`src/rtl/core/dq_pkg.sv`:
```
`default_nettype none
// ----------------------------------------------------------------------------
// dq_pkg: shared types and constants of the double-ended queue unit
// Entry store geometry, action codes, command queue item and status codes.
// ----------------------------------------------------------------------------
package dq_pkg;

  localparam int DEPTH      = 16;
  localparam int IDX_W      = (DEPTH > 1) ? $clog2(DEPTH) : 1;
  localparam int CNT_W      = $clog2(DEPTH + 1);
  localparam int DATA_W     = 32;
  localparam int ACT_W      = 3;
  localparam int STAT_W     = 2;
  localparam int CMDQ_DEPTH = 2;
  localparam int CQ_PTR_W   = $clog2(CMDQ_DEPTH);

  typedef logic [IDX_W-1:0]  idx_t;
  typedef logic [CNT_W-1:0]  cnt_t;
  typedef logic [DATA_W-1:0] data_t;

  // action codes on the input channel
  localparam logic [ACT_W-1:0] ACT_PUSH_FRONT = 3'd0;
  localparam logic [ACT_W-1:0] ACT_PUSH_BACK  = 3'd1;
  localparam logic [ACT_W-1:0] ACT_POP_FRONT  = 3'd2;
  localparam logic [ACT_W-1:0] ACT_POP_BACK   = 3'd3;
  localparam logic [ACT_W-1:0] ACT_DUMP_FWD   = 3'd4;
  localparam logic [ACT_W-1:0] ACT_DUMP_REV   = 3'd5;

  // result status codes
  localparam logic [STAT_W-1:0] ST_OK    = 2'd0;
  localparam logic [STAT_W-1:0] ST_EMPTY = 2'd1;
  localparam logic [STAT_W-1:0] ST_FULL  = 2'd2;

  typedef enum logic [2:0] {
    CMD_PUSH_F,
    CMD_PUSH_B,
    CMD_POP_F,
    CMD_POP_B,
    CMD_DUMP_F,
    CMD_DUMP_B
  } cmd_kind_t;

  typedef struct packed {
    cmd_kind_t kind;
    data_t     value;
  } cmd_t;

  typedef enum logic [1:0] {
    BK_IDLE,
    BK_POP_WAIT,
    BK_DUMP
  } back_state_t;

  // (a + b) mod DEPTH for a, b < DEPTH
  function automatic idx_t wrap_add(input idx_t a, input idx_t b);
    logic [IDX_W:0] s;
    s = {1'b0, a} + {1'b0, b};
    if (s >= (IDX_W+1)'(DEPTH)) begin
      s = s - (IDX_W+1)'(DEPTH);
    end
    return s[IDX_W-1:0];
  endfunction

  function automatic idx_t wrap_inc(input idx_t a);
    return (a == idx_t'(DEPTH - 1)) ? '0 : idx_t'(a + 1'b1);
  endfunction

  function automatic idx_t wrap_dec(input idx_t a);
    return (a == '0) ? idx_t'(DEPTH - 1) : idx_t'(a - 1'b1);
  endfunction

endpackage : dq_pkg
`default_nettype wire

```
`src/rtl/core/dq_if.sv`:
```
`default_nettype none
// ----------------------------------------------------------------------------
// dq_if: channel interfaces of the double-ended queue unit
// Request channel (action, value) and result channel (value, status, last).
// ----------------------------------------------------------------------------
interface dq_in_if import dq_pkg::*; ();
  logic                     valid;
  logic                     ready;
  logic [ACT_W-1:0]         action;
  logic signed [DATA_W-1:0] value_in;

  modport source (output valid, output action, output value_in, input ready);
  modport sink   (input valid, input action, input value_in, output ready);
endinterface : dq_in_if

interface dq_out_if import dq_pkg::*; ();
  logic                     valid;
  logic                     ready;
  logic signed [DATA_W-1:0] value_out;
  logic [STAT_W-1:0]        status;
  logic                     last;

  modport source (output valid, output value_out, output status, output last,
                  input ready);
  modport sink   (input valid, input value_out, input status, input last,
                  output ready);
endinterface : dq_out_if
`default_nettype wire

```
`src/rtl/core/dq_front.sv`:
```
`default_nettype none
// ----------------------------------------------------------------------------
// dq_front: request decode
// Takes items from the input channel, maps actions to commands, drops
// unused action codes.
// ----------------------------------------------------------------------------
module dq_front import dq_pkg::*; (
  dq_in_if.sink in_ch,
  output logic  cq_wr_valid,
  input  logic  cq_wr_ready,
  output cmd_t  cq_wr_cmd
);

  logic      known;
  cmd_kind_t kind;

  always_comb begin
    known = 1'b1;
    kind  = CMD_PUSH_F;
    case (in_ch.action)
      ACT_PUSH_FRONT: kind = CMD_PUSH_F;
      ACT_PUSH_BACK:  kind = CMD_PUSH_B;
      ACT_POP_FRONT:  kind = CMD_POP_F;
      ACT_POP_BACK:   kind = CMD_POP_B;
      ACT_DUMP_FWD:   kind = CMD_DUMP_F;
      ACT_DUMP_REV:   kind = CMD_DUMP_B;
      default:        known = 1'b0;   // no result, no state change
    endcase
  end

  // unknown codes are taken as soon as the queue could take them
  assign in_ch.ready     = cq_wr_ready;
  assign cq_wr_valid     = in_ch.valid && known;
  assign cq_wr_cmd.kind  = kind;
  assign cq_wr_cmd.value = $unsigned(in_ch.value_in);

endmodule : dq_front
`default_nettype wire

```
`src/rtl/core/dq_cmdq.sv`:
```
`default_nettype none
// ----------------------------------------------------------------------------
// dq_cmdq: command queue
// Short FIFO between decode and execution.
// ----------------------------------------------------------------------------
module dq_cmdq import dq_pkg::*; (
  input  logic clk,
  input  logic rst_n,
  input  logic wr_valid,
  output logic wr_ready,
  input  cmd_t wr_cmd,
  output logic rd_valid,
  input  logic rd_pop,
  output cmd_t rd_cmd
);

  cmd_t                entry_r [CMDQ_DEPTH];
  logic [CQ_PTR_W-1:0] wr_ptr_r, rd_ptr_r;
  logic [CQ_PTR_W:0]   cnt_r;
  logic                push, pop;

  assign wr_ready = (cnt_r != (CQ_PTR_W+1)'(CMDQ_DEPTH));
  assign rd_valid = (cnt_r != '0);
  assign rd_cmd   = entry_r[rd_ptr_r];
  assign push     = wr_valid && wr_ready;
  assign pop      = rd_pop && rd_valid;

  always_ff @(posedge clk) begin
    if (!rst_n) begin
      wr_ptr_r <= '0;
      rd_ptr_r <= '0;
      cnt_r    <= '0;
    end else begin
      if (push) wr_ptr_r <= wr_ptr_r + 1'b1;
      if (pop)  rd_ptr_r <= rd_ptr_r + 1'b1;
      if (push && !pop)      cnt_r <= cnt_r + 1'b1;
      else if (pop && !push) cnt_r <= cnt_r - 1'b1;
    end
  end

  always_ff @(posedge clk) begin
    if (push) entry_r[wr_ptr_r] <= wr_cmd;
  end

endmodule : dq_cmdq
`default_nettype wire

```
`src/rtl/core/dq_back.sv`:
```
`default_nettype none
// ----------------------------------------------------------------------------
// dq_back: command execution
// Owns the entry store, front slot and entry count; produces result items.
// ----------------------------------------------------------------------------
module dq_back import dq_pkg::*; (
  input  logic       clk,
  input  logic       rst_n,
  input  logic       q_valid,
  output logic       q_pop,
  input  cmd_t       q_cmd,
  dq_out_if.source   out_ch
);

  back_state_t state_r, state_nxt;
  idx_t        front_r, front_nxt;
  cnt_t        count_r, count_nxt;
  idx_t        k_r, k_nxt;
  logic        rev_r, rev_nxt;

  data_t       mem [DEPTH];
  data_t       rd_data_r;
  logic        wr_en, rd_en;
  idx_t        wr_addr, rd_addr;

  logic        ovld_r;
  data_t       oval_r;
  logic [STAT_W-1:0] ost_r;
  logic        olast_r;

  logic        out_free;
  logic        ld, ld_last;
  data_t       ld_val;
  logic [STAT_W-1:0] ld_st;
  cnt_t        cm1_full;
  idx_t        cnt_m1, k_inc;
  logic        is_full, is_empty;

  assign out_free = !ovld_r || out_ch.ready;
  assign cm1_full = count_r - 1'b1;
  assign cnt_m1   = cm1_full[IDX_W-1:0];
  assign k_inc    = idx_t'(k_r + 1'b1);
  assign is_full  = (count_r == cnt_t'(DEPTH));
  assign is_empty = (count_r == '0);

  always_ff @(posedge clk) begin
    if (!rst_n) begin
      state_r <= BK_IDLE;
      front_r <= '0;
      count_r <= '0;
      k_r     <= '0;
      rev_r   <= 1'b0;
    end else begin
      state_r <= state_nxt;
      front_r <= front_nxt;
      count_r <= count_nxt;
      k_r     <= k_nxt;
      rev_r   <= rev_nxt;
    end
  end

  always_comb begin
    state_nxt = state_r;
    front_nxt = front_r;
    count_nxt = count_r;
    k_nxt     = k_r;
    rev_nxt   = rev_r;
    wr_en     = 1'b0;
    wr_addr   = front_r;
    rd_en     = 1'b0;
    rd_addr   = front_r;
    ld        = 1'b0;
    ld_val    = '0;
    ld_st     = ST_OK;
    ld_last   = 1'b1;
    q_pop     = 1'b0;
    case (state_r)
      BK_IDLE: begin
        if (q_valid && out_free) begin
          q_pop = 1'b1;
          case (q_cmd.kind)
            CMD_PUSH_F, CMD_PUSH_B: begin
              ld = 1'b1;
              if (is_full) begin
                ld_st = ST_FULL;
              end else begin
                wr_en     = 1'b1;
                count_nxt = count_r + 1'b1;
                if (q_cmd.kind == CMD_PUSH_F) begin
                  wr_addr   = wrap_dec(front_r);
                  front_nxt = wrap_dec(front_r);
                end else begin
                  wr_addr = wrap_add(front_r, count_r[IDX_W-1:0]);
                end
              end
            end
            CMD_POP_F, CMD_POP_B: begin
              if (is_empty) begin
                ld    = 1'b1;
                ld_st = ST_EMPTY;
              end else begin
                rd_en     = 1'b1;
                count_nxt = cm1_full;
                state_nxt = BK_POP_WAIT;
                if (q_cmd.kind == CMD_POP_F) begin
                  rd_addr   = front_r;
                  front_nxt = wrap_inc(front_r);
                end else begin
                  rd_addr = wrap_add(front_r, cnt_m1);
                end
                if (count_r == cnt_t'(1)) front_nxt = '0;  // now empty
              end
            end
            CMD_DUMP_F, CMD_DUMP_B: begin
              if (is_empty) begin
                ld    = 1'b1;
                ld_st = ST_EMPTY;
              end else begin
                rd_en     = 1'b1;
                k_nxt     = '0;
                rev_nxt   = (q_cmd.kind == CMD_DUMP_B);
                rd_addr   = wrap_add(front_r, (q_cmd.kind == CMD_DUMP_B) ? cnt_m1 : '0);
                state_nxt = BK_DUMP;
              end
            end
            default: begin
            end
          endcase
        end
      end
      BK_POP_WAIT: begin
        if (out_free) begin
          ld        = 1'b1;
          ld_val    = rd_data_r;
          state_nxt = BK_IDLE;
        end
      end
      BK_DUMP: begin
        if (out_free) begin
          ld      = 1'b1;
          ld_val  = rd_data_r;
          ld_last = (k_r == cnt_m1);
          if (ld_last) begin
            state_nxt = BK_IDLE;
          end else begin
            k_nxt   = k_inc;
            rd_en   = 1'b1;
            rd_addr = wrap_add(front_r, rev_r ? idx_t'(cnt_m1 - k_inc) : k_inc);
          end
        end
      end
      default: state_nxt = BK_IDLE;
    endcase
  end

  // entry store: one write and one registered read per cycle
  always_ff @(posedge clk) begin
    if (wr_en) mem[wr_addr] <= q_cmd.value;
    if (rd_en) rd_data_r <= mem[rd_addr];
  end

  // result register
  always_ff @(posedge clk) begin
    if (!rst_n) begin
      ovld_r <= 1'b0;
    end else if (ld) begin
      ovld_r <= 1'b1;
    end else if (out_ch.ready) begin
      ovld_r <= 1'b0;
    end
  end

  always_ff @(posedge clk) begin
    if (ld) begin
      oval_r  <= ld_val;
      ost_r   <= ld_st;
      olast_r <= ld_last;
    end
  end

  assign out_ch.valid     = ovld_r;
  assign out_ch.value_out = $signed(oval_r);
  assign out_ch.status    = ost_r;
  assign out_ch.last      = olast_r;

`ifndef SYNTHESIS
  a_count_bound: assert property (@(posedge clk) disable iff (!rst_n)
    count_r <= cnt_t'(DEPTH))
    else $error("entry count above depth");

  a_empty_front: assert property (@(posedge clk) disable iff (!rst_n)
    (count_r == '0) |-> (front_r == '0))
    else $error("empty deque with nonzero front slot");

  a_dump_index: assert property (@(posedge clk) disable iff (!rst_n)
    (state_r == BK_DUMP) |-> ({1'b0, k_r} < {1'b0, count_r}))
    else $error("dump index past entry count");

  a_push_count: assert property (@(posedge clk) disable iff (!rst_n)
    (q_pop && (q_cmd.kind == CMD_PUSH_F || q_cmd.kind == CMD_PUSH_B) && !is_full)
      |=> (count_r == cnt_t'($past(count_r) + 1'b1)))
    else $error("push did not grow the deque");
`endif

endmodule : dq_back
`default_nettype wire

```
`src/rtl/core/double_ended_queue_unit.sv`:
```
`default_nettype none
// ----------------------------------------------------------------------------
// double_ended_queue_unit: bounded double-ended queue of signed 32-bit values
// Push/pop at either end, and dump of all entries in either direction.
// ----------------------------------------------------------------------------
// Usage:
//  - in_ch carries one item per request: action (push front/back, pop
//    front/back, dump front-first/back-first) and value_in for pushes.
//    Action codes 6 and 7 are taken and dropped without a result.
//  - out_ch returns value_out, status (ok, empty, full) and last. Every
//    request gives one result, except a dump of a non-empty deque, which
//    gives one result per held entry with last set on the final one.
//  - Results: a push or an error result enters the result register as
//    execution takes its command; a pop result and a dump's first entry
//    follow the registered read of the entry store, then one entry per
//    cycle while out_ch takes them.
//  - Throughput: pushes and error results run at one item per cycle
//    while out_ch takes them; a pop waits on the registered store read;
//    during a dump the command queue fills and then holds off in_ch.
//  - A two-entry command queue sits between decode and execution, so
//    in_ch keeps taking items while a result waits in the output register.
//  - When out_ch stalls, the result register holds and execution waits.
//  - Reset (rst_n low, synchronous) empties the deque and command queue;
//    store contents are not cleared and never read before written.
// ----------------------------------------------------------------------------
module double_ended_queue_unit import dq_pkg::*; (
  input  wire logic clk,
  input  wire logic rst_n,
  dq_in_if.sink     in_ch,
  dq_out_if.source  out_ch
);

  // decode -> command queue
  logic cq_wr_valid, cq_wr_ready;
  cmd_t cq_wr_cmd;

  // command queue -> execution
  logic cq_rd_valid, cq_rd_pop;
  cmd_t cq_rd_cmd;

  dq_front u_front (
    .in_ch       (in_ch),
    .cq_wr_valid (cq_wr_valid),
    .cq_wr_ready (cq_wr_ready),
    .cq_wr_cmd   (cq_wr_cmd)
  );

  dq_cmdq u_cmdq (
    .clk      (clk),
    .rst_n    (rst_n),
    .wr_valid (cq_wr_valid),
    .wr_ready (cq_wr_ready),
    .wr_cmd   (cq_wr_cmd),
    .rd_valid (cq_rd_valid),
    .rd_pop   (cq_rd_pop),
    .rd_cmd   (cq_rd_cmd)
  );

  // execution owns the entry store and the result register
  dq_back u_back (
    .clk     (clk),
    .rst_n   (rst_n),
    .q_valid (cq_rd_valid),
    .q_pop   (cq_rd_pop),
    .q_cmd   (cq_rd_cmd),
    .out_ch  (out_ch)
  );

endmodule : double_ended_queue_unit
`default_nettype wire

```
`src/flat_wrapper.sv`:
```
// flat-port wrapper written by rule: the top's interface ports become plain ports
module double_ended_queue_unit_flat import dq_pkg::*;
  (clk, rst_n, in_ch_valid, in_ch_action, in_ch_value_in, in_ch_ready, out_ch_valid, out_ch_value_out, out_ch_status, out_ch_last, out_ch_ready);
  dq_in_if in_ch_i ();
  dq_out_if out_ch_i ();
  input  wire logic clk;
  input  wire logic rst_n;
  input wire logic [$bits(in_ch_i.valid)-1:0] in_ch_valid;
  input wire logic [$bits(in_ch_i.action)-1:0] in_ch_action;
  input wire logic [$bits(in_ch_i.value_in)-1:0] in_ch_value_in;
  output wire logic [$bits(in_ch_i.ready)-1:0] in_ch_ready;
  output wire logic [$bits(out_ch_i.valid)-1:0] out_ch_valid;
  output wire logic [$bits(out_ch_i.value_out)-1:0] out_ch_value_out;
  output wire logic [$bits(out_ch_i.status)-1:0] out_ch_status;
  output wire logic [$bits(out_ch_i.last)-1:0] out_ch_last;
  input wire logic [$bits(out_ch_i.ready)-1:0] out_ch_ready;
  assign in_ch_i.valid = in_ch_valid;
  assign in_ch_i.action = in_ch_action;
  assign in_ch_i.value_in = in_ch_value_in;
  assign in_ch_ready = in_ch_i.ready;
  assign out_ch_valid = out_ch_i.valid;
  assign out_ch_value_out = out_ch_i.value_out;
  assign out_ch_status = out_ch_i.status;
  assign out_ch_last = out_ch_i.last;
  assign out_ch_i.ready = out_ch_ready;
  double_ended_queue_unit u_core (.clk(clk), .rst_n(rst_n), .in_ch(in_ch_i), .out_ch(out_ch_i));
endmodule
```
`config.mk`:
```
export PLATFORM = sky130hd
export DESIGN_NAME = double_ended_queue_unit_flat
export DESIGN_NICKNAME = d
export VERILOG_FILES = /design/src/rtl/core/dq_pkg.sv /design/src/rtl/core/dq_if.sv /design/src/rtl/core/dq_front.sv /design/src/rtl/core/dq_cmdq.sv /design/src/rtl/core/dq_back.sv /design/src/rtl/core/double_ended_queue_unit.sv /design/src/flat_wrapper.sv
export SDC_FILE = /design/constraint.sdc
export NUM_CORES = 1
export LEC_CHECK = 0
export BUFFER_PORTS_ARGS = -buffer_cell sky130_fd_sc_hd__buf_2
export CAP_MARGIN = 20
export CORE_UTILIZATION = 40
export CTS_CLUSTER_DIAMETER = 30
export CTS_CLUSTER_SIZE = 10
export DETAILED_ROUTE_END_ITERATION = 10
export PLACE_DENSITY = 0.61
export SYNTH_ARGS = -nofsm -noshare
export SYNTH_HDL_FRONTEND = slang
export SYNTH_SLANG_ARGS = --single-unit
```
`constraint.sdc`:
```
create_clock -name clk -period 4.75 [get_ports clk]
set_clock_uncertainty 0.2 [all_clocks]
set_input_delay 0.95 -clock clk [delete_from_list [all_inputs] [get_ports clk]]
set_output_delay 0.95 -clock clk [all_outputs]
set_load 0.02 [all_outputs]
```
# Yosys cells after proc, flatten, opt, wreduce, memory -nomap -nowiden
# Memories as Yosys holds them, arrays and structs flattened. A register that Yosys moved wholly into a read port is not among the register bits.
# Index checks and enable logic that the tools add are counted.
[totals]
regBits = 56
latchBits = 0
mem_bits_rw = 582
mem_bits_ro = 0
out_inout_bits = 37
word_cells = 178
n_memories = 2
[op_classes]
add_sub_neg = 18
multipliers = 0
div = 0
magnitude_cmp = 4
eq_ne = 31
n_shift = 0
mux = 76
bitwise_logic = 1
reduce_logical = 34
[mem_list]
columns = ["name", "words", "word_bits", "rd", "rd_ports_with_merged_regs", "write_ports", "line", "text"]
rows = [
  ["u_core.u_back.mem", 16, 32, 1, 1, 1, "dq_back.sv:21", "data_t mem [DEPTH];"],
  ["u_core.u_cmdq.entry_r", 2, 35, 1, 1, 1, "dq_cmdq.sv:17", "cmd_t entry_r [CMDQ_DEPTH];"],
]
[op_table]
columns = ["op", "n"]
rows = [
  ["2-to-1 mux 4 bit", 29],
  ["one-hot mux 4 bit (2 select lines)", 4],
  ["2-to-1 mux 1 bit", 24],
  ["adder 4 x 4 -> 5 bit", 4],
  ["greater-or-equal comparator 5 bit, second input constant", 4],
  ["!= test 2 bit, second input constant", 10],
  ["subtractor 4 x 1 -> 4 bit, second input constant", 5],
  ["2-to-1 mux 2 bit", 9],
  ["one-hot mux 3 bit (5 select lines)", 1],
  ["AND reduction 7 bit", 2],
  ["== test 3 x 2 -> 1 bit, second input constant", 4],
  ["== test 3 bit, second input constant", 4],
  ["2-to-1 mux 5 bit", 2],
  ["one-hot mux 5 bit (2 select lines)", 1],
  ["nonzero test 2 bit", 5],
  ["!= test 3 bit, second input constant", 3],
  ["adder 4 x 1 -> 4 bit, second input constant", 2],
  ["one-hot mux 2 bit (2 select lines)", 2],
  ["OR reduction 2 bit", 4],
  ["== test 3 x 1 -> 1 bit, second input constant", 2],
  ["logical AND 1 bit", 6],
  ["zero test 3 bit", 2],
  ["one-hot mux 1 bit (2 select lines)", 3],
  ["one-hot mux 2 bit (3 select lines)", 1],
  ["26 further kinds", 31],
]

# Depth between registers and ports, before layout
# Gate-level depths: netlist of run 1.
[logic_depth]
word_depth = 9
mapped_depth = 17
ltp_nobuf = 16

# Cells and area by module
# From an unflattened synthesis of run 1, not the netlist that was laid out.
[hier_totals]
cells_unflattened = 1659
hier_area_um2 = 28391.0
[modules_own_cells]
columns = ["module", "instances", "cells_per_inst", "area_each_um2", "seq_area_each_um2"]
rows = [
  ["dq_back", 1, 1489, 25346.8, 17727.0],
  ["dq_cmdq", 1, 133, 2766.4, 2202.1],
  ["dq_front", 1, 37, 277.8, 0.0],
]

# Least setup slack after synthesis of run 1
# No wires, ideal clock.
[synth_timing]
path_type = "input -> register"
startpoint = "input port out_ch_ready"
endpoint = "memory u_core.u_back.mem[0][0] (netlist bit) (enable)"
arrival_time_ns = 4.228
path_slack_ns = -0.099
cell_stages = 8
path_cell_list = "and2b_1 -> or3_1 -> clkbuf_1 -> nand2b_1 -> a31oi_1 -> o21ai_0 -> a221o_1 -> nor2_1"
[synth_between]
elab_chain_cells = 6
word_cells_on_any_way = 8
[synth_lines]
columns = ["item", "line", "text"]
rows = [
  ["start: declaration", "flat_wrapper.sv:16", "input wire logic [$bits(out_ch_i.ready)-1:0] out_ch_ready;"],
  ["logical OR 1 bit *", "dq_back.sv:39", "assign out_free = !ovld_r || out_ch.ready;"],
  ["logical AND 1 bit *", "dq_back.sv:79", "if (q_valid && out_free) begin"],
  ["2-to-1 mux 1 bit", "dq_back.sv:79", ""],
  ["2-to-1 mux 1 bit", "dq_back.sv:77", "case (state_r)"],
  ["2-to-1 mux 1 bit", "dq_back.sv:158", "if (wr_en) mem[wr_addr] <= q_cmd.value;"],
  ["2-to-1 mux 1 bit (not written as such)", "dq_back.sv:158", ""],
  ["end: declaration", "dq_back.sv:21", ""],
]
# Every way passes the cells marked *; elsewhere a longest branch is shown, timed or not.

# Worst setup path after layout of run 1
[layout_timing]
startpoint = "register u_core.u_back.count_r[1]"
endpoint = "register u_core.u_back.rd_data_r[17], read port of u_core.u_back.mem, data pin"
[layout_between]
elab_chain_cells = 9
word_cells_on_any_way = 32
[layout_lines]
columns = ["item", "line", "text"]
rows = [
  ["start: declaration", "dq_back.sv:17", "cnt_t count_r, count_nxt;"],
  ["start signal: assignment", "dq_back.sv:56", "count_r <= count_nxt;"],
  ["subtractor 5 x 1 -> 5 bit", "dq_back.sv:40", "assign cm1_full = count_r - 1'b1;"],
  ["subtractor 4 bit (tied with other cells)", "dq_back.sv:148", "rd_addr = wrap_add(front_r, rev_r ? idx_t'(cnt_m1 - k_inc) : k_inc);"],
  ["2-to-1 mux 4 bit (tied with other cells)", "dq_back.sv:148", ""],
  ["adder 4 x 4 -> 5 bit (tied with other cells)", "dq_pkg.sv:57", "s = {1'b0, a} + {1'b0, b};"],
  ["subtractor 4 x 1 -> 4 bit (tied with other cells)", "dq_pkg.sv:59", "s = s - (IDX_W+1)'(DEPTH);"],
  ["2-to-1 mux 4 bit, on equally long branches", "dq_pkg.sv:58, dq_back.sv:98, dq_back.sv:115", ""],
  ["2-to-1 mux 4 bit / one-hot mux 4 bit (2 select lines) (equally long branches)", "dq_back.sv:143, dq_back.sv:81", ""],
  ["2-to-1 mux 4 bit, on equally long branches", "dq_back.sv:139, dq_back.sv:79", ""],
  ["one-hot mux 4 bit (2 select lines)", "dq_back.sv:77", ""],
  ["end: declaration", "dq_back.sv:22", "data_t rd_data_r;"],
]
# Parallel ways exist; a longest one is shown, timed or not.
# A chain may end at the register's enable or synchronous reset.

==> impl_metrics.yaml, run 1 <==
critical_path:
  cp-start-kind: "register"
  crit_type: "register to register"
  critical_path_required_ns: 4.97
  crit_arrival_ns: 4.68
  path_common_cell: "inv_1"
  slowest_stage: "fa_1"
  critPathMaxFanout: 32
  path_cells: "inv_1, ha_1, fa_1, a21oi_1, inv_1, fa_1, inv_1, o21ai_0, o21ai_4, buf_12, buf_12, mux4_2, a22o_1, a221o_1"
  rr_worst_depth: 14
  slowest_delay_ns: 0.54
  endpoint_kind: "register"
timing:
  final_hold_viol_count: 0
  tightestPinTransition_ns: 0.923
  fmax_ghz: 0.225
  setup_viol: 0
  rsz0062_at_grt: "no"
  period_share_pct: 93.8
  finalCriticalPeriod_ns: 4.45
  slew_headroom_pct: 37.8
  setup_tns_ns: 0
  slew_viol_final: 0
route:
  routed_wl_mm: 61.5
  drt_drc_violations_left: 0
  ant_nets: 0
  detail_route.wl_per_cell_um: 24.6
  dr_total_vias: 13700
  drt_iter0_drc: 1288
  dr.pass1.iters: 5
  vias_per_cell: 5.48
clock_network:
  htreeDepth: 4
  clk_latency_ns: 0.70
  clock_path_buffers: 3
  clock_sinks: 671
  tritoncts: "yes"
  cts_made_buffers: 132
  clk_pin_slew_ns: 0.05
  cts-root-buf: "clkbuf_16"
job:
  max-cap-violations: 0
die:
  initial_core_util_pct: 40.4
  die_y_um: 260
  rows: 94
  die_w_um: 260
  core_um2: 65700
  ios: 76
  dieArea_um2: 67500
pwr:
  leakage_uw: 0.0115
  power_uw: 24000
  irDropWorstVdd_v: 0.000436
  p_per_area_nw_per_um2: 715
logic_synthesis:
  syn_inst: 1307
  synth-seq-area-share_pct: 75.0
  synthesis.nets: 1381
  yosysWarnings: 0
  synth_ff_type: "edfxtp_1"
  ys_ff_latch: 671
  postSynthAreaPerCell_um2: 20.3
  syn-cell-area_um2: 26600
  yosysUniqueCellTypes: 66
  synth_edf_count: 649
  synth-async-reset-ratio_pct: 0
global_route:
  grt_usage_pct: 18.6
  antenna_found_initial: 0
  top_usage_layer: "met2"
  met3_usage_pct: 4.20
  met1_usage_pct: 24.6
  grt_max_degree: 53
  gr-total-overflow: 0
  grt_pass1_vias: 14200
  gr-usage-met2_pct: 30.0
  grt_pass1_wl_mm: 90.4
finish:
  fillCellCount: 5137
  drive_above_1_share_pct: 34.4
  antennaDiodeCount: 0
  nets: 1606
  utilization_pct: 51.0
  fin_cells: 2495
  area_delta_synth_final_pct: 26.1
  fin_area_um2: 33500
run_status:
  status: "complete, no violations"
placement:
  place.gp.congestion: 0.834
  io_buffer_count: 75
  hpwl_mm: 34.6
  dpl_cell_area_um2: 28900
  dp.cells: 2259
min_path:
  hold_class: "primary input to register"
  hold_path_depth: 1
[cell usage in the layout, fill, tap and decap left out, types with 12 or more instances in the layout]
cell | netlist | final
inv_1 | 23 | 23
bufinv_16 | 0 | 25
buf_2 | 5 | 75
a21oi_1 | 17 | 17
clkinv_1 | 0 | 15
mux4_2 | 128 | 128
nor2_1 | 35 | 17
clkinv_2 | 0 | 13
mux2_2 | 35 | 35
buf_4 | 5 | 47
xnor2_1 | 23 | 22
nor2_4 | 0 | 18
and3_1 | 36 | 36
dfxtp_1 | 22 | 21
edfxtp_1 | 649 | 649
inv_6 | 0 | 14
a22o_1 | 35 | 35
clkbuf_16 | 0 | 136
a221o_1 | 34 | 34
ha_1 | 30 | 30
nand3_1 | 12 | 12
nand2_1 | 22 | 21
buf_12 | 0 | 30
[registers in the layout (all words and copies together) (netlist names), 4 cells and up, named ones only]
name,flops
u_core.u_cmdq.entry_r,70
u_core.u_back.out_ch.value_out,32
u_core.u_back.count_r,5
u_core.u_back.k_r,4
u_core.u_back.front_r,4
u_core.u_back.mem,512
u_core.u_back.rd_data_r,32
[worst paths after layout]
path | startpoint | to | slack, ns
max | u_core.u_back.count_r[1]$_SDFFE_PN0P_ | u_core.u_back.rd_data_r[17]$_DFFE_PP_ | 0.30
min | in_ch_value_in[30] | u_core.u_cmdq.entry_r[0][30]$_DFFE_PP_ | 0.24
max reg2reg | u_core.u_back.count_r[1]$_SDFFE_PN0P_ | u_core.u_back.rd_data_r[17]$_DFFE_PP_ | 0.30
min reg2reg | u_core.u_back.k_r[2]$_SDFFE_PN0P_ | u_core.u_back.k_r[2]$_SDFFE_PN0P_ | 0.33
[where the power goes]
| group | switching, uW | internal [uW] |
|---|---|---|
| Sequential | 213 | 7580 |
| Clock | 3010 | 6570 |
| Combinational | 3540 | 3080 |
[kinds of logic after synthesis]
family / share of synthesized area [%]
buffers and inverters: 1.52
AOI/OAI and AO/OA: 4.68
DFF: 75.0
and+or+nand+nor: 3.38
adders and majority gates: 1.79
xor gates and xnor gates: 1.13
muxes: 12.5
[Yosys cell counts, types with 8 or more instances]
master,instances,area [um2]
dfxtp_1,22,440
xnor2_1,23,201
nand2b_1,8,50.1
and2_1,10,62.6
nand2_1,22,82.6
a221o_1,34,340
inv_1,23,86.3
buf_6,8,90.1
nor2_1,35,131
mux2_2,35,394
nor2b_1,10,62.6
o21ai_0,10,50.1
and3_1,36,225
mux4_2,128,2880
a22o_1,35,307
nor3_1,11,55.1
clkbuf_1,42,158
ha_1,30,375
edfxtp_1,649,19500
a21oi_1,17,85.1
nand3_1,12,60.1
[area by class of cell]
class,count,area [um2],share of cell area (%)
multi-input combinational,551,6460,19.3
sequential,671,19900,59.4
clock buffer,146,3440,10.3
timing repair buffer,152,1330,3.96
tap,864,1080,3.22
clock inverter,87,1200,3.57
inverter,24,90.1,0.269
[per-layer routing]
| layer | wire (um) | vias up |
|---|---|---|
| met3 | 3940 | 93 |
| met4 | 1490 | 0 |
| met5 | 0 | - |
| met1 | 26000 | 7139 |
| met2 | 30000 | 501 |
| li1 | - | 5944 |
[through the flow]
stage | hold WS [ns] | worst slack [ns]
3_3_place_gp | 0.295 | 0.195
3_5_place_dp | 0.326 | 0.191
4_1_cts | 0.200 | 0.155
2_1_floorplan | 0.278 | -0.0993
5_1_grt | 0.218 | 0.0153
6_report | 0.243 | 0.296
[critical path, delay by kind of cell, from the launching register on]
family	cells	cell delay [ns]
adder cells (fa/ha/maj)	3	1.39
multiplexers	1	0.30
AO/OA/AOI/OAI	5	1.18
flip-flops	1	0.46
buffers and inverters	5	0.63
[repair_timing]
item,4_1_cts,5_1_grt
hold buffers,0,0
setup endpoints to repair,0,31
setup buffers,0,3
gates resized for setup,0,1
Note: power is estimated with default switching activity, not from simulation.
==> run 2: changes to the inputs <==
--- a/config.mk
+++ b/config.mk
@@ -5,6 +5,7 @@
 export SDC_FILE = /design/constraint.sdc
 export NUM_CORES = 1
 export LEC_CHECK = 0
+export ABC_AREA = 1
 export BUFFER_PORTS_ARGS = -buffer_cell sky130_fd_sc_hd__buf_2
 export CAP_MARGIN = 20
 export CORE_UTILIZATION = 40
==> impl_metrics.yaml, run 2 <==
placement:
  hpwl_mm: 46.5
  io_buffer_count: 75
  place.gp.congestion: 0.862
  dpl_worst_slack_ns: 0.516
  dp.cells: 3735
timing:
  setup_viol: 0
  setup_tns_ns: 0
  slew_viol_final: 0
  period_share_pct: 90.9
  finalCriticalPeriod_ns: 4.32
  rsz0062_at_grt: "no"
  final_hold_viol_count: 0
  setup_slack_ns: 0.432
  tightestPinTransition_ns: 0.926
  fmax_ghz: 0.232
  slew_headroom_pct: 38.3
critical_path:
  endpoint_kind: "register"
  slowest_delay_ns: 0.48
  path_common_cell: "nand3_1"
  cp-start-kind: "register"
  slowest_stage: "buf_4"
  crit_type: "register to register"
  path_cells: "inv_1, ha_1, fa_1, o21ai_0, ha_1, nand2_1, inv_1, o21ai_0, nand3_1, nand2_1, nand4_1, nand3_1, nand2_1, nand3_1, nand3_1, nand2_2, buf_4, nand3_1, nand2_1"
  critical_path_required_ns: 5.11
  critPathMaxFanout: 32
  crit_arrival_ns: 4.68
clock_network:
  post_cts_resized: 0
  cts-root-buf: "clkbuf_16"
  clk_pin_slew_ns: 0.05
  htreeDepth: 4
  cts_made_buffers: 143
  cts_hold_buf: 0
  clock_path_buffers: 3
  clk_latency_ns: 0.73
  tritoncts: "yes"
  cts_setup_buffers: 0
  clock_sinks: 671
die:
  die_y_um: 275
  rows: 99
  ios: 76
  die_w_um: 275
  dieArea_um2: 75400
  initial_core_util_pct: 40.6
  core_um2: 73200
logic_synthesis:
  yosysTopAreaCell: "edfxtp_1"
  synth_edf_count: 649
  synthTopCellsByArea: "edfxtp_1, nand3_1, nand2_1, inv_1, nand3b_1"
  synth-async-reset-ratio_pct: 0
  syn_inst: 2790
  syn-cell-area_um2: 29700
  ys_ff_latch: 671
  yosysWarnings: 0
  synthesis.nets: 2864
  yosys.cell_count.top_type: "edfxtp_1"
  synth_ff_type: "edfxtp_1"
  synth-seq-area-share_pct: 67.0
  synth_common_cells: "edfxtp_1, nand2_1, nand3_1"
  yosysUniqueCellTypes: 40
  synth_top_area_share_pct: 65.6
  postSynthAreaPerCell_um2: 10.7
finish:
  fin_cells: 3994
  nets: 2995
  regArea_um2: 19900
  area_delta_synth_final_pct: 22.2
  largest_reg_flops: 512
  antennaDiodeCount: 0
  reg_top3: "u_core.u_back.mem: 512 flops, u_core.u_cmdq.entry_r: 70 flops"
  largest_register: "u_core.u_back.mem"
  final_common_cell: "edfxtp_1"
  drive_above_1_share_pct: 13.5
  final_cell_mix: "edfxtp_1, nand2_1, nand3_1, inv_1, clkbuf_16"
  multi_input_area_um2: 7650
  fillCellCount: 6397
route:
  wl_met1_mm: 33.4
  dr_total_vias: 20600
  dr.pass1.iters: 9
  detail_route.wl_per_cell_um: 19.7
  highest_layer: "met4"
  drt_drc_violations_left: 1
  routed_wl_mm: 78.7
  vias_per_cell: 5.16
  met3_length_mm: 5.58
  ant_nets: 0
  drt_iter0_drc: 1945
  wl_met2_mm: 37.8
global_route:
  grt_usage_pct: 21.2
  gr-total-overflow: 0
  grt_pass1_vias: 20500
  grt_max_degree: 157
  grt_pass1_wl_mm: 120
  antenna_found_initial: 0
min_path:
  hold_class: "primary input to register"
run_status:
  violations: "DRC"
  status: "finished with violations"
pwr:
  irDropWorstVdd_v: 0.000707
  leakage_uw: 0.0149
  p_per_area_nw_per_um2: 839
job:
  max-cap-violations: 0
==> run 2: cell count changes in the layout (fill, tap and decap cells not counted), moves of 14 or more <==
cell | previous run | this run
inv_1 | 23 | 423
a221o_1 | 34 | 0
and3_1 | 36 | 0
a21oi_1 | 17 | 31
mux2_2 | 35 | 0
xnor2_1 | 22 | 5
nand3_1 | 12 | 608
o21ai_0 | 10 | 30
nor2_1 | 17 | 65
nand3b_1 | 3 | 65
a22o_1 | 35 | 0
mux4_2 | 128 | 0
nand2_1 | 21 | 615
==> run 2: final cells by class <==
class | count | share of cell area [%]
sequential | 671 | 54.8
tap | 959 | 3.30
inverter | 433 | 4.47
multi-input combinational | 1538 | 21.0
clock buffer | 162 | 10.1
clock inverter | 97 | 3.11
timing repair buffer | 134 | 3.13
==> run 2: kinds of logic (layout without fill, tap and decap cells) <==
family	Yosys count	after routing	synth area share, %
adder cells (fa/ha/maj)	35	35	1.60
AND/OR/NAND/NOR	1401	1401	21.3
XOR/XNOR	14	14	0.412
buffers and inverters	581	826	8.00
AO/OA/AOI/OAI	88	88	1.66
flip-flops	671	671	67.0
==> run 2: routing by layer <==
metal	track usage [%]	up-vias
met5	0	-
met4	8.08	0
met3	4.31	133
met2	34.2	807
met1	28.0	9993
li1	-	9683
==> run 2: through the flow <==
step	power, uW	hold WS, ns	area (um2)	util (%)
2_1_floorplan	16600	0.254	29700	-
3_3_place_gp	20800	0.273	31500	43.0
3_5_place_dp	20900	0.298	31500	43.1
4_1_cts	30700	0.159	36300	49.6
5_1_grt	32200	0.175	36300	49.6
6_report	30500	0.205	36300	49.6
==> run 2: worst max-delay path, delay by kind of cell (launching register included) <==
kind | cells | cell delay (ns)
AND/OR/NAND/NOR | 11 | 1.22
adder cells (fa/ha/maj) | 3 | 1.19
buffers and inverters | 3 | 0.66
AO/OA/AOI/OAI | 2 | 0.48
flip-flops | 1 | 0.42
==> run 2: path summary, 6_finish.rpt <==
kind,startpoint,depth (start not counted),slack (ns),end
setup / recovery,u_core.u_back.count_r[1]$_SDFFE_PN0P_,19,0.43,u_core.u_back.rd_data_r[2]$_DFFE_PP_
hold / removal,in_ch_value_in[19],1,0.20,u_core.u_cmdq.entry_r[0][19]$_DFFE_PP_
setup reg to reg,u_core.u_back.count_r[1]$_SDFFE_PN0P_,19,0.43,u_core.u_back.rd_data_r[2]$_DFFE_PP_
hold reg to reg,u_core.u_back.k_r[3]$_SDFFE_PN0P_,2,0.31,u_core.u_back.k_r[3]$_SDFFE_PN0P_
==> run 2: power breakdown <==
group | leakage (uW) | internal (uW) | switching [uW]
registers | 0.00608 | 8030 | 204
clock network | 0.00228 | 6310 | 3290
logic | 0.00656 | 3420 | 9220
